### src/xcr_pkg.sv
// ---------------------------------------------------------------------------
// xcr_pkg: shared definitions for the xmodem checksum receiver
// Control codes, command and status codes, result record and queue sizing.
// ---------------------------------------------------------------------------
package xcr_pkg;

    // frame geometry
    localparam int BLOCK_BYTES = 128;
    localparam int FP_W        = 11;
    localparam int ADDR_W      = 23;

    // result queue sizing
    localparam int QUEUE_DEPTH = 4;
    localparam int QPTR_W      = $clog2(QUEUE_DEPTH);
    localparam int QCNT_W      = $clog2(QUEUE_DEPTH + 1);

    // configuration port
    localparam int PADDR_W   = 3;
    localparam int PDATA_W   = 32;
    localparam logic REG_MAX_BLOCKS  = 1'b0;
    localparam logic REG_MAX_RETRIES = 1'b1;

    // commands
    localparam logic [1:0] CMD_START   = 2'd0;
    localparam logic [1:0] CMD_BYTE    = 2'd1;
    localparam logic [1:0] CMD_TIMEOUT = 2'd2;

    // line control characters
    localparam logic [7:0] CH_SOH  = 8'h01;
    localparam logic [7:0] CH_CTLC = 8'h03;
    localparam logic [7:0] CH_EOT  = 8'h04;
    localparam logic [7:0] CH_ACK  = 8'h06;
    localparam logic [7:0] CH_NAK  = 8'h15;
    localparam logic [7:0] CH_CAN  = 8'h18;
    localparam logic [7:0] CH_ONES = 8'hFF;

    // session phase
    localparam logic [1:0] PH_IDLE  = 2'd0;
    localparam logic [1:0] PH_WAIT  = 2'd1;
    localparam logic [1:0] PH_FRAME = 2'd2;

    // session status
    localparam logic [1:0] ST_RUN   = 2'd0;
    localparam logic [1:0] ST_OK    = 2'd1;
    localparam logic [1:0] ST_ABORT = 2'd2;
    localparam logic [1:0] ST_BAD   = 2'd3;

    // one result beat
    typedef struct packed {
        logic              reply_valid;
        logic [7:0]        reply_byte;
        logic              write_valid;
        logic [ADDR_W-1:0] write_address;
        logic [7:0]        write_data;
        logic [1:0]        session_status;
        logic [15:0]       blocks_received;
        logic              last_result;
    } t_result;

    // reply beat with no write
    function automatic t_result mk_reply(input logic [7:0] ch, input logic [1:0] st,
                                         input logic [15:0] blk);
        t_result r;
        r                 = '0;
        r.reply_valid     = 1'b1;
        r.reply_byte      = ch;
        r.session_status  = st;
        r.blocks_received = blk;
        return r;
    endfunction

endpackage

### src/xcr_in_if.sv
// ---------------------------------------------------------------------------
// xcr_in_if: input event channel
// Valid/ready channel carrying one command and received byte per beat.
// ---------------------------------------------------------------------------
interface xcr_in_if;
    logic       valid;
    logic       ready;
    logic [1:0] command;
    logic [7:0] rx_byte;

    modport source (output valid, command, rx_byte, input ready);
    modport sink   (input valid, command, rx_byte, output ready);
endinterface

### src/xcr_out_if.sv
// ---------------------------------------------------------------------------
// xcr_out_if: result channel
// Valid/ready channel carrying one reply or data write per beat.
// ---------------------------------------------------------------------------
interface xcr_out_if;
    logic        valid;
    logic        ready;
    logic        reply_valid;
    logic [7:0]  reply_byte;
    logic        write_valid;
    logic [22:0] write_address;
    logic [7:0]  write_data;
    logic [1:0]  session_status;
    logic [15:0] blocks_received;
    logic        last_result;

    modport source (output valid, reply_valid, reply_byte, write_valid, write_address,
                    write_data, session_status, blocks_received, last_result,
                    input ready);
    modport sink   (input valid, reply_valid, reply_byte, write_valid, write_address,
                    write_data, session_status, blocks_received, last_result,
                    output ready);
endinterface

### src/xmodem_checksum_receiver_top.sv
// ---------------------------------------------------------------------------
// xmodem_checksum_receiver_top: xmodem receiver, 8-bit checksum
// Frame assembly, data write generation, ACK/NAK/CAN replies and session
// status, with an APB register port for buffer size and retry limit.
// ---------------------------------------------------------------------------
//  channel   dir   handshake            payload
//  i_in      in    valid/ready          command, rx_byte
//  o_out     out   valid/ready          reply, data write, status, last flag
//  apb       in    psel/penable/pready  max_blocks @0x0, max_retries @0x4
//
//  An event is decoded in the cycle it is accepted and its zero, one or two
//  results land in a four-entry result queue; the next event is taken in the
//  following cycle, so one event per cycle is sustained while ready is high.
//  ready drops only while the queue has fewer than two free entries.
//  Reset is synchronous: session idle, expected block one, queue empty,
//  registers back to 512 blocks and 10 retries.
// ---------------------------------------------------------------------------
module xmodem_checksum_receiver_top (
    input  logic                         i_clk,
    input  logic                         i_rst_n,
    xcr_in_if.sink                       i_in,
    xcr_out_if.source                    o_out,
    input  logic                         psel,
    input  logic                         penable,
    input  logic                         pwrite,
    input  logic [xcr_pkg::PADDR_W-1:0]  paddr,
    input  logic [xcr_pkg::PDATA_W-1:0]  pwdata,
    output logic [xcr_pkg::PDATA_W-1:0]  prdata,
    output logic                         pready
);
    import xcr_pkg::*;

    // configuration registers
    logic [15:0] r_max_blocks;
    logic [7:0]  r_max_retries;

    // session state
    logic [1:0]      r_phase,    n_phase;
    logic [FP_W-1:0] r_fpos,     n_fpos;
    logic [16:0]     r_exp,      n_exp;
    logic [7:0]      r_retry,    n_retry;
    logic [7:0]      r_seq,      n_seq;
    logic [7:0]      r_seq_cpl,  n_seq_cpl;
    logic [7:0]      r_sum,      n_sum;

    // result queue
    t_result           r_queue [QUEUE_DEPTH];
    logic [QPTR_W-1:0] r_wr, r_rd;
    logic [QCNT_W-1:0] r_cnt;

    logic        in_fire, out_fire;
    logic [1:0]  n_res;
    t_result     res0, res1;
    logic        attempt;
    logic [7:0]  cur, prev;
    logic        hdr_ok;
    logic [16:0] exp_m1;
    logic [ADDR_W-1:0] waddr;

    // apb register port
    assign pready = 1'b1;

    always_comb begin
        prdata = '0;
        if (paddr[2] == REG_MAX_RETRIES) begin
            prdata[7:0] = r_max_retries;
        end else begin
            prdata[15:0] = r_max_blocks;
        end
    end

    always_ff @(posedge i_clk) begin
        if (!i_rst_n) begin
            r_max_blocks  <= 16'd512;
            r_max_retries <= 8'd10;
        end else if (psel && penable && pwrite) begin
            if (paddr[2] == REG_MAX_RETRIES) begin
                r_max_retries <= pwdata[7:0];
            end else begin
                r_max_blocks <= pwdata[15:0];
            end
        end
    end

    // handshakes
    assign i_in.ready = (r_cnt <= QCNT_W'(QUEUE_DEPTH - 2));
    assign in_fire    = i_in.valid && i_in.ready;
    assign out_fire   = o_out.valid && o_out.ready;

    // header and address helpers
    assign cur    = r_exp[7:0];
    assign exp_m1 = r_exp - 17'd1;
    assign prev   = exp_m1[7:0];
    assign hdr_ok = (r_seq == cur) && (r_seq_cpl == (CH_ONES - cur));
    assign waddr  = ADDR_W'(exp_m1) * ADDR_W'(BLOCK_BYTES)
                  + ADDR_W'(r_fpos - FP_W'(3));

    // event decode
    always_comb begin
        n_phase   = r_phase;
        n_fpos    = r_fpos;
        n_exp     = r_exp;
        n_retry   = r_retry;
        n_seq     = r_seq;
        n_seq_cpl = r_seq_cpl;
        n_sum     = r_sum;
        n_res     = 2'd0;
        res0      = '0;
        res1      = '0;
        attempt   = 1'b0;

        if (in_fire) begin
            if (i_in.command == CMD_START) begin
                n_exp   = 17'd1;
                n_retry = '0;
                n_fpos  = '0;
                res0    = mk_reply(CH_NAK, ST_RUN, 16'd0);
                n_res   = 2'd1;
                attempt = 1'b1;
            end else if (i_in.command == CMD_BYTE || i_in.command == CMD_TIMEOUT) begin
                if (r_phase == PH_WAIT) begin
                    if (i_in.command == CMD_TIMEOUT) begin
                        res0    = mk_reply(CH_NAK, ST_RUN, 16'd0);
                        n_res   = 2'd1;
                        attempt = 1'b1;
                    end else begin
                        case (i_in.rx_byte)
                            CH_SOH: begin
                                n_phase   = PH_FRAME;
                                n_fpos    = FP_W'(1);
                                n_retry   = '0;
                                n_sum     = '0;
                                n_seq     = '0;
                                n_seq_cpl = '0;
                            end
                            CH_CAN: begin
                                n_phase = PH_IDLE;
                                res0    = mk_reply(CH_ACK, ST_ABORT, 16'd0);
                                n_res   = 2'd1;
                            end
                            CH_CTLC: begin
                                n_phase = PH_IDLE;
                                res0    = mk_reply(CH_CAN, ST_ABORT, 16'd0);
                                n_res   = 2'd1;
                            end
                            CH_EOT: begin
                                n_phase = PH_IDLE;
                                res0    = mk_reply(CH_ACK, ST_OK, exp_m1[15:0]);
                                n_res   = 2'd1;
                            end
                            default: begin
                                res0    = mk_reply(CH_NAK, ST_RUN, 16'd0);
                                n_res   = 2'd1;
                                attempt = 1'b1;
                            end
                        endcase
                    end
                end else if (r_phase == PH_FRAME) begin
                    if (i_in.command == CMD_TIMEOUT) begin
                        // frame dropped
                        n_fpos  = '0;
                        res0    = mk_reply(CH_NAK, ST_RUN, 16'd0);
                        n_res   = 2'd1;
                        attempt = 1'b1;
                    end else if (r_fpos == FP_W'(1)) begin
                        n_seq  = i_in.rx_byte;
                        n_fpos = FP_W'(2);
                    end else if (r_fpos == FP_W'(2)) begin
                        n_seq_cpl = i_in.rx_byte;
                        n_fpos    = FP_W'(3);
                    end else if (r_fpos < FP_W'(BLOCK_BYTES + 3)) begin
                        // data byte: sum it and store it if the header names this block
                        n_sum  = r_sum + i_in.rx_byte;
                        n_fpos = r_fpos + FP_W'(1);
                        if (hdr_ok) begin
                            res0.write_valid   = 1'b1;
                            res0.write_address = waddr;
                            res0.write_data    = i_in.rx_byte;
                            n_res              = 2'd1;
                        end
                    end else begin
                        // checksum byte closes the frame
                        n_fpos = '0;
                        n_res  = 2'd1;
                        if (r_seq == prev) begin
                            res0 = mk_reply(CH_ACK, ST_RUN, 16'd0);
                        end else if (!hdr_ok || r_sum != i_in.rx_byte) begin
                            res0 = mk_reply(CH_NAK, ST_RUN, 16'd0);
                        end else begin
                            n_retry = '0;
                            n_exp   = r_exp + 17'd1;
                            res0    = mk_reply(CH_ACK, ST_RUN, 16'd0);
                        end
                        attempt = 1'b1;
                    end
                end
            end
        end

        // attempt end: cancel on full buffer or exhausted retries
        if (attempt) begin
            if (n_exp > {1'b0, r_max_blocks} || n_retry >= r_max_retries) begin
                n_phase = PH_IDLE;
                res1    = mk_reply(CH_CAN, ST_BAD, 16'd0);
                n_res   = 2'd2;
            end else begin
                n_retry = n_retry + 8'd1;
                n_phase = PH_WAIT;
            end
        end

        // mark the final result of this event
        if (n_res == 2'd2) begin
            res1.last_result = 1'b1;
        end else begin
            res0.last_result = 1'b1;
        end
    end

    // session state registers
    always_ff @(posedge i_clk) begin
        if (!i_rst_n) begin
            r_phase   <= PH_IDLE;
            r_fpos    <= '0;
            r_exp     <= 17'd1;
            r_retry   <= '0;
            r_seq     <= '0;
            r_seq_cpl <= '0;
            r_sum     <= '0;
        end else begin
            r_phase   <= n_phase;
            r_fpos    <= n_fpos;
            r_exp     <= n_exp;
            r_retry   <= n_retry;
            r_seq     <= n_seq;
            r_seq_cpl <= n_seq_cpl;
            r_sum     <= n_sum;
        end
    end

    // result queue pointers
    always_ff @(posedge i_clk) begin
        if (!i_rst_n) begin
            r_wr  <= '0;
            r_rd  <= '0;
            r_cnt <= '0;
        end else begin
            r_wr  <= r_wr + QPTR_W'(n_res);
            r_rd  <= r_rd + QPTR_W'(out_fire);
            r_cnt <= r_cnt + QCNT_W'(n_res) - QCNT_W'(out_fire);
        end
    end

    // result queue storage
    always_ff @(posedge i_clk) begin
        if (n_res != 2'd0) begin
            r_queue[r_wr] <= res0;
        end
        if (n_res == 2'd2) begin
            r_queue[r_wr + QPTR_W'(1)] <= res1;
        end
    end

    // result beat
    assign o_out.valid           = (r_cnt != '0);
    assign o_out.reply_valid     = r_queue[r_rd].reply_valid;
    assign o_out.reply_byte      = r_queue[r_rd].reply_byte;
    assign o_out.write_valid     = r_queue[r_rd].write_valid;
    assign o_out.write_address   = r_queue[r_rd].write_address;
    assign o_out.write_data      = r_queue[r_rd].write_data;
    assign o_out.session_status  = r_queue[r_rd].session_status;
    assign o_out.blocks_received = r_queue[r_rd].blocks_received;
    assign o_out.last_result     = r_queue[r_rd].last_result;

endmodule
### src/flat_wrapper.sv
// flat-port wrapper written by rule: the top's interface ports become plain ports
module xmodem_checksum_receiver_top_flat import xcr_pkg::*;
  (i_clk, i_rst_n, psel, penable, pwrite, paddr, pwdata, prdata, pready, i_in_valid, i_in_command, i_in_rx_byte, i_in_ready, o_out_valid, o_out_reply_valid, o_out_reply_byte, o_out_write_valid, o_out_write_address, o_out_write_data, o_out_session_status, o_out_blocks_received, o_out_last_result, o_out_ready);
  xcr_in_if i_in_i ();
  xcr_out_if o_out_i ();
  input  logic i_clk;
  input  logic i_rst_n;
  input  logic psel;
  input  logic penable;
  input  logic pwrite;
  input  logic [xcr_pkg::PADDR_W-1:0] paddr;
  input  logic [xcr_pkg::PDATA_W-1:0] pwdata;
  output logic [xcr_pkg::PDATA_W-1:0] prdata;
  output logic pready;
  input wire logic [$bits(i_in_i.valid)-1:0] i_in_valid;
  input wire logic [$bits(i_in_i.command)-1:0] i_in_command;
  input wire logic [$bits(i_in_i.rx_byte)-1:0] i_in_rx_byte;
  output wire logic [$bits(i_in_i.ready)-1:0] i_in_ready;
  output wire logic [$bits(o_out_i.valid)-1:0] o_out_valid;
  output wire logic [$bits(o_out_i.reply_valid)-1:0] o_out_reply_valid;
  output wire logic [$bits(o_out_i.reply_byte)-1:0] o_out_reply_byte;
  output wire logic [$bits(o_out_i.write_valid)-1:0] o_out_write_valid;
  output wire logic [$bits(o_out_i.write_address)-1:0] o_out_write_address;
  output wire logic [$bits(o_out_i.write_data)-1:0] o_out_write_data;
  output wire logic [$bits(o_out_i.session_status)-1:0] o_out_session_status;
  output wire logic [$bits(o_out_i.blocks_received)-1:0] o_out_blocks_received;
  output wire logic [$bits(o_out_i.last_result)-1:0] o_out_last_result;
  input wire logic [$bits(o_out_i.ready)-1:0] o_out_ready;
  assign i_in_i.valid = i_in_valid;
  assign i_in_i.command = i_in_command;
  assign i_in_i.rx_byte = i_in_rx_byte;
  assign i_in_ready = i_in_i.ready;
  assign o_out_valid = o_out_i.valid;
  assign o_out_reply_valid = o_out_i.reply_valid;
  assign o_out_reply_byte = o_out_i.reply_byte;
  assign o_out_write_valid = o_out_i.write_valid;
  assign o_out_write_address = o_out_i.write_address;
  assign o_out_write_data = o_out_i.write_data;
  assign o_out_session_status = o_out_i.session_status;
  assign o_out_blocks_received = o_out_i.blocks_received;
  assign o_out_last_result = o_out_i.last_result;
  assign o_out_i.ready = o_out_ready;
  xmodem_checksum_receiver_top u_core (.i_clk(i_clk), .i_rst_n(i_rst_n), .i_in(i_in_i), .o_out(o_out_i), .psel(psel), .penable(penable), .pwrite(pwrite), .paddr(paddr), .pwdata(pwdata), .prdata(prdata), .pready(pready));
endmodule
### config.mk
export PLATFORM = sky130hd
export DESIGN_NAME = xmodem_checksum_receiver_top_flat
export DESIGN_NICKNAME = d
export VERILOG_FILES = /design/src/xcr_pkg.sv /design/src/xcr_in_if.sv /design/src/xcr_out_if.sv /design/src/xmodem_checksum_receiver_top.sv /design/src/flat_wrapper.sv
export SDC_FILE = /design/constraint.sdc
export NUM_CORES = 1
export LEC_CHECK = 0
export ABC_AREA = 1
export BUFFER_PORTS_ARGS = -buffer_cell sky130_fd_sc_hd__buf_2
export CAP_MARGIN = 15
export CORE_UTILIZATION = 47
export DETAILED_ROUTE_END_ITERATION = 6
export GPL_TIMING_DRIVEN = 0
export HOLD_SLACK_MARGIN = 0.12
export PLACE_DENSITY = 0.68
export SETUP_SLACK_MARGIN = 0.5
export SYNTH_ARGS = -nofsm -noshare
export SYNTH_HDL_FRONTEND = slang
export SYNTH_SLANG_ARGS = --single-unit
### constraint.sdc
create_clock -name i_clk -period 4.7 [get_ports i_clk]
set_input_delay 0.94 -clock i_clk [delete_from_list [all_inputs] [get_ports i_clk]]
set_output_delay 0.94 -clock i_clk [all_outputs]
set_load 0.005 [all_outputs]
# After elaboration in Yosys (flattened, before gate mapping)
# Memory sizes are Yosys's and may differ from the RTL's. A register that Yosys moved wholly into a read port is not among the register bits.
# Index checks and enable logic that the tools add are counted.
[classes]
addsub = 13
order_cmp = 4
eq_ne = 22
mux = 113
n_bitwise = 3
n_reduce_logical = 31
[ops]
columns = ["op", "n"]
rows = [
  ["$mux 60", 11],
  ["$mux 8", 34],
  ["$pmux 60 s4", 1],
  ["$mux 17", 11],
  ["$mux 56", 2],
  ["$mux 11", 10],
  ["$mux 32", 2],
  ["$mux 2", 18],
  ["$eq 8x8->1", 3],
  ["$add 23x23->23", 1],
  ["$mux 1", 21],
  ["$mux 19", 1],
  ["$reduce_bool 2->1", 9],
  ["$add 17x1->17 const B", 1],
  ["$gt 17x16->1", 1],
  ["$sub 16x1->16 const B", 1],
  ["$sub 11x2->12 const B", 1],
  ["$add 11x1->11 const B", 1],
  ["$eq 11x1->1 const B", 1],
  ["$eq 11x2->1 const B", 1],
  ["$lt 11x8->1 const B", 1],
  ["$mux 9", 1],
  ["$reduce_and 9->1", 1],
  ["$reduce_bool 3->1", 3],
  ["33 further kinds", 49],
]
[word_totals]
regBits = 93
ramBits = 240
inputBits = 52
out_inout_bits = 95
word_cells = 199
mem_count = 1
[mem_list]
columns = ["memory", "words", "word_bits", "read_ports", "rd_clocked_by_memory_dff", "write_ports", "line_no", "rtl"]
rows = [
  ["u_core.r_queue", 4, 60, 1, 1, 2, "xmodem_checksum_receiver_top.sv:47", "t_result r_queue [QUEUE_DEPTH];"],
]

# Logic depth before layout (Yosys ltp)
# Gate-level depths: netlist of the first run.
[depth]
word_depth = 23
mapped_depth = 40
ltp_nobuf = 38

# Worst setup path after synthesis of the first run
# OpenSTA, ideal clock, no wires.
[synth_timing]
path_type = "input to register"
startpoint = "input port i_in_rx_byte[1]"
endpoint = "register u_core.r_cnt[2]"
setup_ns = 0.128
arrival_ns = 4.726
t_required_ns = 4.572
setup_slack_ns = -0.153
path_stages = 32
n_path_buf = 1
path_cell_list = "ha_1 > nor2_1 > nor3b_1 > nand4_1 > nor2_1 > nand2_1 > nor2_1 > nand4_1 > nand3_1 > inv_1 > ha_1 > nand2_1 > nor2_1 > nand2_1 > nand3_1 > nand2_1 > nand2_1 > nand2_1 > nand2_1 > nand2_1 > nand2_1 > inv_1 > nand2_1 > nor2_4 > nor2_4 > buf_6 > inv_1 > ha_1 > fa_1 > xor2_1 > inv_1 > nor2_1"
[synth_via]
elab_chain_cells = 19
word_cells_on_any_way = 50
classes_between = "2 x add/sub; 2 x order compare; 5 x eq/ne; 38 x mux; 3 x reduce/logical"
[synth_lines]
columns = ["element", "line_no", "rtl"]
rows = [
  ["start, declared", "flat_wrapper.sv:17", "input wire logic [$bits(i_in_i.rx_byte)-1:0] i_in_rx_byte;"],
  ["$ne 8x8->1", "xmodem_checksum_receiver_top.sv:187", "end else if (!hdr_ok || r_sum != i_in.rx_byte) begin"],
  ["$logic_or 1x1->1", "xmodem_checksum_receiver_top.sv:187", ""],
  ["$mux 17", "xmodem_checksum_receiver_top.sv:187", ""],
  ["$mux 17", "xmodem_checksum_receiver_top.sv:185", "if (r_seq == prev) begin"],
  ["$mux 17", "xmodem_checksum_receiver_top.sv:171", "end else if (r_fpos < FP_W'(BLOCK_BYTES + 3)) begin"],
  ["$mux 17", "xmodem_checksum_receiver_top.sv:168", "end else if (r_fpos == FP_W'(2)) begin"],
  ["$mux 17", "xmodem_checksum_receiver_top.sv:165", "end else if (r_fpos == FP_W'(1)) begin"],
  ["$mux 17", "xmodem_checksum_receiver_top.sv:159", "if (i_in.command == CMD_TIMEOUT) begin"],
  ["[... 4 more ...]", "n/a", ""],
  ["$mux 17", "xmodem_checksum_receiver_top.sv:112", "if (in_fire) begin"],
  ["net u_core.n_exp[3]", "xmodem_checksum_receiver_top.sv:40", "logic [16:0] r_exp, n_exp;"],
  ["$gt 17x16->1", "xmodem_checksum_receiver_top.sv:202", "if (n_exp > {1'b0, r_max_blocks} || n_retry >= r_max_retries) begin"],
  ["$logic_or 1x1->1", "xmodem_checksum_receiver_top.sv:202", ""],
  ["$mux 2", "xmodem_checksum_receiver_top.sv:202", ""],
  ["$mux 2", "xmodem_checksum_receiver_top.sv:201", "if (attempt) begin"],
  ["$add 3x2->3", "xmodem_checksum_receiver_top.sv:250", "r_cnt <= r_cnt + QCNT_W'(n_res) - QCNT_W'(out_fire);"],
  ["$sub 3x1->3", "xmodem_checksum_receiver_top.sv:250", ""],
  ["end signal, assigned", "xmodem_checksum_receiver_top.sv:250", ""],
  ["end, declared", "xmodem_checksum_receiver_top.sv:49", "logic [QCNT_W-1:0] r_cnt;"],
]
# The timed path passes the listed nets, and every way through them passes these cells.
# A chain may end at the register's enable or synchronous reset.

# Final worst setup path of the first run
[layout_timing]
startpoint = "register u_core.r_exp[0]"
endpoint = "register u_core.r_cnt[2]"
[layout_via]
elab_chain_cells = 22
word_cells_on_any_way = 48
classes_between = "5 x add/sub; 2 x order compare; 3 x eq/ne; 34 x mux; 4 x reduce/logical"
[layout_lines]
columns = ["element", "line_no", "rtl"]
rows = [
  ["start, declared", "xmodem_checksum_receiver_top.sv:40", ""],
  ["start signal, assigned", "xmodem_checksum_receiver_top.sv:233", "r_exp <= n_exp;"],
  ["$sub 8x8->8", "xmodem_checksum_receiver_top.sv:94", "assign hdr_ok = (r_seq == cur) && (r_seq_cpl == (CH_ONES - cur));"],
  ["$eq 8x8->1", "xmodem_checksum_receiver_top.sv:94", ""],
  ["$logic_and 1x1->1", "xmodem_checksum_receiver_top.sv:94", ""],
  ["$logic_not 1->1", "xmodem_checksum_receiver_top.sv:187", ""],
  ["$logic_or 1x1->1", "xmodem_checksum_receiver_top.sv:187", ""],
  ["$mux 17", "xmodem_checksum_receiver_top.sv:187", ""],
  ["$mux 17 (*)", "xmodem_checksum_receiver_top.sv:185", ""],
  ["$mux 17 (*)", "xmodem_checksum_receiver_top.sv:171", ""],
  ["[... 7 more ...]", "n/a", ""],
  ["$mux 17 (*)", "xmodem_checksum_receiver_top.sv:112", ""],
  ["net u_core.n_exp[3]", "xmodem_checksum_receiver_top.sv:40", ""],
  ["$gt 17x16->1 (*)", "xmodem_checksum_receiver_top.sv:202", ""],
  ["$logic_or 1x1->1 (*)", "xmodem_checksum_receiver_top.sv:202", ""],
  ["$mux 2 (*)", "xmodem_checksum_receiver_top.sv:202", ""],
  ["$mux 2 (*)", "xmodem_checksum_receiver_top.sv:201", ""],
  ["$add 3x2->3 (*)", "xmodem_checksum_receiver_top.sv:250", ""],
  ["$sub 3x1->3 (*)", "xmodem_checksum_receiver_top.sv:250", ""],
]
# Mark *: on every way through the listed nets, which the timed path passes. The rest lies on a longest branch.

==> results of run 1 <==
what timing repair did:
| item | 4_1_cts | 5_1_grt |
|---|---|---|
| pin swaps | 26 | 52 |
| gates cloned | 0 | 11 |
| buffers inserted | 35 | 33 |
| gates resized for setup | 86 | 150 |
| endpoints found under the setup margin | 266 | 266 |
per-stage QoR:
step                cells  utilization
floorplan            2441            -
global placement     3009        0.518
detailed placement   3009        0.518
CTS                  3108        0.570
global route         3152        0.597
finish               3152        0.597
cell families after synthesis:
group / count (synthesis)
compound gates: 649
buf+inv: 466
xor+xnor: 31
fa+ha+maj: 65
simple gates: 889
other cells: 2
flops: 321
final cells by class:
class                      count  area [um2]  share of cell area
clock buffer                  54        1090              0.0508
inverter                     302        1160              0.0543
timing repair buffer         185        1350              0.0629
clock inverter                10         160             0.00747
multi-input combinational   1655        9400               0.439
buffer                       164        1030              0.0481
sequential                   321        6670               0.311
tap                          461         577              0.0269
metal layers:
metal | GRT usage | vias to the layer above | wire length [um]
met5 | 0 | - | 0
met4 | 0.131 | 0 | 2570
met3 | 0.0428 | 158 | 4810
met2 | 0.501 | 854 | 27800
met1 | 0.396 | 8393 | 24600
li1 | - | 8522 | -
how the worst max path moves through the flow:
stage	startpoint	end	depth (start not counted)
final	u_core.r_exp[0]$_SDFF_PN1_	u_core.r_cnt[2]$_SDFF_PN0_	36
after global routing	u_core.r_exp[0]$_SDFF_PN1_	u_core.r_cnt[2]$_SDFF_PN0_	36
after CTS	i_in_rx_byte[0]	u_core.r_cnt[2]$_SDFF_PN0_	34
after detailed placement	i_in_command[0]	u_core.r_cnt[2]$_SDFF_PN0_	32
after global placement	i_in_command[0]	u_core.r_cnt[2]$_SDFF_PN0_	32
after floorplan	i_in_rx_byte[0]	u_core.r_cnt[2]$_SDFF_PN0_	34
state kept, by name (all words and copies together) (netlist names), 3 cells and up:
register,cells
u_core.r_cnt,3
u_core.r_exp,17
u_core.r_fpos,11
u_core.r_max_blocks,16
u_core.r_max_retries,8
u_core.r_queue,228
u_core.r_retry,8
u_core.r_seq,8
u_core.r_seq_cpl,8
u_core.r_sum,8
worst reg2reg max path, delay by kind of cell, from the launching register on:
family	cells	cell delay [ns]
xor+xnor	2	0.37
fa+ha+maj	4	0.93
buf+inv	7	0.60
compound gates	4	0.61
simple gates	19	1.58
flops	1	0.33
cell usage after synthesis (8+ instances only):
master | n | area, um2
inv_2 | 26 | 97.6
nor3_1 | 36 | 180
a21oi_1 | 103 | 515
clkbuf_1 | 73 | 274
buf_2 | 44 | 220
o211ai_1 | 57 | 428
dfxtp_1 | 297 | 5950
o21ai_1 | 37 | 185
edfxtp_1 | 24 | 721
ha_1 | 62 | 776
nor2_1 | 310 | 1160
nand4_1 | 20 | 125
nand3_2 | 19 | 190
buf_4 | 29 | 218
o21ai_0 | 356 | 1780
nand2_1 | 295 | 1110
o22ai_1 | 55 | 344
o211ai_2 | 16 | 200
nor4_1 | 8 | 50.1
nand3_1 | 154 | 771
inv_1 | 271 | 1020
or2_2 | 21 | 131
buf_1 | 11 | 41.3
xor2_1 | 24 | 210
report_power, final:
part	leakage, nW	internal, mW	switching, mW
Sequential	2.62	3.04	0.171
Combinational	6.41	0.862	1.44
Clock	0.614	1.83	1.19
Total	9.64	5.73	2.80
==> impl_metrics.ini, run 1 <==
[global_route]
grt_overflow = 0
antenna_found_initial = 0
grt_pass1_wl_mm = 90.9
grt_util_all_layers = 0.304
grt_pass1_vias = 16700
grt_max_degree = 14

[critical_path]
startpoint_type = flop
r2r_start = u_core.r_exp[0]$_SDFF_PN1_
cp_max_fo = 7
arrival_ns = 4.99
cpMaxStageDelayCell = dfxtp_2
cp_top_family = simple AND/OR/NAND/NOR gates
worst_ep_required_time_ns = 5.11
reg2reg_to = u_core.r_cnt[2]$_SDFF_PN0_
cp-end-kind = flop
cpMostUsedCell = nand2_1
critical_path_class = reg -> reg
critPathMaxStageDelay_ns = 0.33
rr_worst_depth = 36
cp_num_buf_inv = 7
r2r_slack_ns = 0.12

[finish]
diodes = 0
nets = 2783
nFillCells = 3254
final_common_cell = o21ai_0
final_area_mm2 = 0.0214
areaGrowthSynthToFinish_pct = 23.7
most-common-layout-cells = o21ai_0 (335), dfxtp_1 (295), nor2_1 (290)
drive_gt1_frac = 0.202

[clock_network]
clock_latency_ns = 0.56
cts_tree = built
h-tree-depth = 2
clk_pin_slew_worst_paths_ns = 0.06
numCtsBuffers = 37
clockRootBuffer = clkbuf_16
cts_hold_buf = 0
cts.sinks = 321
clock_path_buffers = 3

[sta]
finalHoldViolations = 0
finalWorstSetupSlack_ns = 0.120
clock.fmax_mhz = 218
rsz0062_at_grt = yes
maxSlewViolCount = 0
period_minus_slack_ns = 4.58
timing.hold.ws_ns = 0.469
worst_slew_pin_slew_ns = 0.963
fin_setup_tns_ns = 0
period_share = 0.975
finalClockSkew_ns = 0.0171
slew_headroom = 0.356
setup_violations = 0

[yosys]
synth_top_family_by_area = simple AND/OR/NAND/NOR gates
ys_ff_latch = 321
yosys_warnings = 0
async_flop_share = 0
synth-compound-area-share = 0.211
avgSynthCellArea_um2 = 7.15
synthSimpleGateAreaFrac = 0.227
synthAdderAreaFrac = 0.0482
synth_edf_count = 24
post_synth_instance_area_mm2 = 0.0173
synth-xor-area-share = 0.0157
ys_seq_area_frac = 0.385
synth_cell_types = 54
synth_cells = 2423
synthFlopType = dfxtp_1
synth.area.mux_share = 0

[floorplan]
dieArea_mm2 = 0.0377
core-area_mm2 = 0.0359
rows = 69
die_w_um = 194
initial_core_util = 0.483
die_h_um = 194
pin_count = 147

[place]
place_area_mm2 = 0.0186
io_buffers = 107
place.gp.congestion = 0.945
place_ws_ns = -0.953
hpwl_mm = 42.0

[pwr]
vdd_drop_max_uv = 265
p_per_area_mw_per_mm2 = 398
total_power_mw = 8.53
leakagePower_nw = 9.64

[drt]
num_vias = 17900
ant_nets = 0
wl_mm = 59.7
firstDrtPassIters = 6
wire_per_inst_um = 19.0
post-route-drc-count = 0
viasPerCell = 5.69
drt_iter0_markers = 1768

[min_path]
holdPathStages = 2
min_to = u_core.r_queue[0][30]$_SDFFE_PP0P_
hold_start = u_core.r_queue[0][30]$_SDFFE_PP0P_
hp-class = reg -> reg

[job]
cap_violations = 0

[status]
outcome = completed
No activity file was read; power rests on OpenSTA's default activity.
==> run 2: changes to the inputs <==
PLACE_DENSITY = 0.65   (was 0.68)
clock period = 5.65 ns   (was 4.7 ns; I/O delays follow)
==> run 2 against run 1 <==
Against the previous run: cell count fell by 2.1%; sequential cell count did not move; total power fell by 18%; core utilization fell by 3.9 points; sequential power fell by 17%; combinational power fell by 19%; wire length fell by 3.6%; design area fell by 6.5%; worst setup slack improved by 0.55 ns; clock skew rose by 0.0047 ns; global-route usage fell by 0.40 points; highest routed layer unchanged.
==> impl_metrics.ini, run 2 (same netlist as run 1, synthesis figures left out) <==
[finish]
regMostFlops = u_core.r_queue
drive_gt1_frac = 0.152
nFillCells = 3507
diodes = 0
nets = 2715
reg.largest.list = u_core.r_queue: 228 flops, u_core.r_exp: 17 flops, u_core.r_max_blocks: 16 flops
largest_reg_flops = 228
areaGrowthSynthToFinish_pct = 15.6
most-common-layout-cells = o21ai_0 (356), nor2_1 (302), dfxtp_1 (297)
final_common_cell = o21ai_0

[drt]
wire_per_inst_um = 18.7
num_vias = 17300
viasPerCell = 5.59
post-route-drc-count = 0
drt_iter0_markers = 1378
ant_nets = 0
wl_mm = 57.6
firstDrtPassIters = 6

[sta]
finalClockSkew_ns = 0.0218
clock.fmax_mhz = 201
setup_violations = 0
worst_slew_pin_slew_ns = 0.966
finalHoldViolations = 0
slew_headroom = 0.356
period_minus_slack_ns = 4.98
period_share = 0.881
rsz0062_at_grt = no
fin_setup_tns_ns = 0
maxSlewViolCount = 0

[floorplan]
die_w_um = 194
dieArea_mm2 = 0.0377
rows = 69
core-area_mm2 = 0.0359
initial_core_util = 0.483
pin_count = 147
die_h_um = 194

[clock_network]
clk_pin_slew_worst_paths_ns = 0.06
cts_hold_buf = 0
clock_path_buffers = 3
clock_latency_ns = 0.55
h-tree-depth = 2
numCtsBuffers = 37
clockRootBuffer = clkbuf_16
cts_tree = built
cts.sinks = 321

[job]
cap_violations = 0

[pwr]
total_power_mw = 7.02
p_per_area_mw_per_mm2 = 350
leakagePower_nw = 9.06
switching_power_mw = 2.32
p_clk_frac = 0.353
intPower_mw = 4.70
vdd_drop_max_uv = 252
share_seq_of_total_power = 0.380
sw_frac_of_total = 0.330
combPwrFrac = 0.267

[critical_path]
critPathMaxStageDelay_ns = 0.36
r2r_start = u_core.r_exp[0]$_SDFF_PN1_
cp_max_fo = 10
cp-end-kind = flop
critical_path_class = in -> reg
worst_ep_required_time_ns = 5.91
crit_path_start = i_in_rx_byte[3]
cpMostUsedCell = nand2_1
cpMaxStageDelayCell = ha_1
r2r_slack_ns = 0.77
arrival_ns = 5.24
startpoint_type = primary input

[global_route]
grt_overflow = 0
grt_pass1_vias = 16300
antenna_found_initial = 0
grt_pass1_wl_mm = 89.7
grt_util_all_layers = 0.300
grt_max_degree = 14

[place]
place.gp.congestion = 0.950
hpwl_mm = 41.8
io_buffers = 107

[min_path]
hp-class = reg -> reg
hold_start = u_core.r_queue[0][31]$_SDFFE_PP0P_

[status]
outcome = completed
[run 2: cell count changes in the layout (fill, tap and decap cells not counted), sizes merged]
cell	previous run	this run
buf	265	206
bufinv	4	3
clkbuf	138	131
clkinv	7	10
clkinvlp	1	0
inv	300	301
nand2	303	302
[run 2: timing repair]
item | in CTS | in global routing
endpoints found under the hold margin | 0 | 0
buffers inserted | 3 | 8
pin swaps | 2 | 13
endpoints found under the setup margin | 15 | 50
gates resized for setup | 19 | 29
[run 2: through the flow]
step,setup slack (ns),area (um2),util,hold WS (ns),instances
after floorplan,0.607,17400,-,0.444,2441
after global placement,-0.569,18500,0.516,0.457,3009
after detailed placement,-0.609,18500,0.516,0.463,3009
after CTS,0.516,19900,0.553,0.472,3079
after global routing,0.441,20000,0.558,0.489,3087
final,0.672,20000,0.558,0.469,3087
[run 2: worst max-delay path, delay by kind of cell]
family / cells / cell delay [ns]
fa+ha+maj: 2 / 0.58
buf+inv: 8 / 1.24
compound gates: 3 / 0.44
simple gates: 17 / 1.86
[run 2: power groups by stage]
| stage | Clock, mW | Combinational [mW] | Sequential, mW |
|---|---|---|---|
| final | 2.48 | 1.87 | 2.67 |
| after global routing | 2.61 | 2.06 | 2.69 |
| after CTS | 2.50 | 1.85 | 2.66 |
| after detailed placement | 0 | 1.83 | 2.71 |
| after global placement | 0 | 1.81 | 2.70 |
| after floorplan | 0 | 1.13 | 2.67 |
[run 2: layout make-up]
class | instances | area, um2 | share of cell area
timing repair buffer | 118 | 623 | 0.0311
buffer | 164 | 840 | 0.0419
clock inverter | 12 | 161 | 0.00805
clock buffer | 55 | 1080 | 0.0541
multi-input combinational | 1654 | 8950 | 0.447
tap | 461 | 577 | 0.0288
inverter | 302 | 1140 | 0.0568
sequential | 321 | 6670 | 0.333
[run 2: final timing paths]
path | to | cells after the start
hold reg to reg | u_core.r_queue[0][31]$_SDFFE_PP0P_ | 2
hold / removal | u_core.r_queue[0][31]$_SDFFE_PP0P_ | 2
setup / recovery | u_core.r_queue[2][18]$_DFFE_PP_ | 30
setup reg to reg | u_core.r_queue[2][18]$_DFFE_PP_ | 32
[run 2: layer usage]
| layer | vias to the layer above | global-route usage | wire length [um] |
|---|---|---|---|
| met2 | 708 | 0.496 | 26500 |
| met1 | 8048 | 0.394 | 24600 |
| met3 | 124 | 0.0426 | 4520 |
| met5 | - | 0 | 0 |
| met4 | 0 | 0.115 | 1940 |
| li1 | 8377 | - | - |
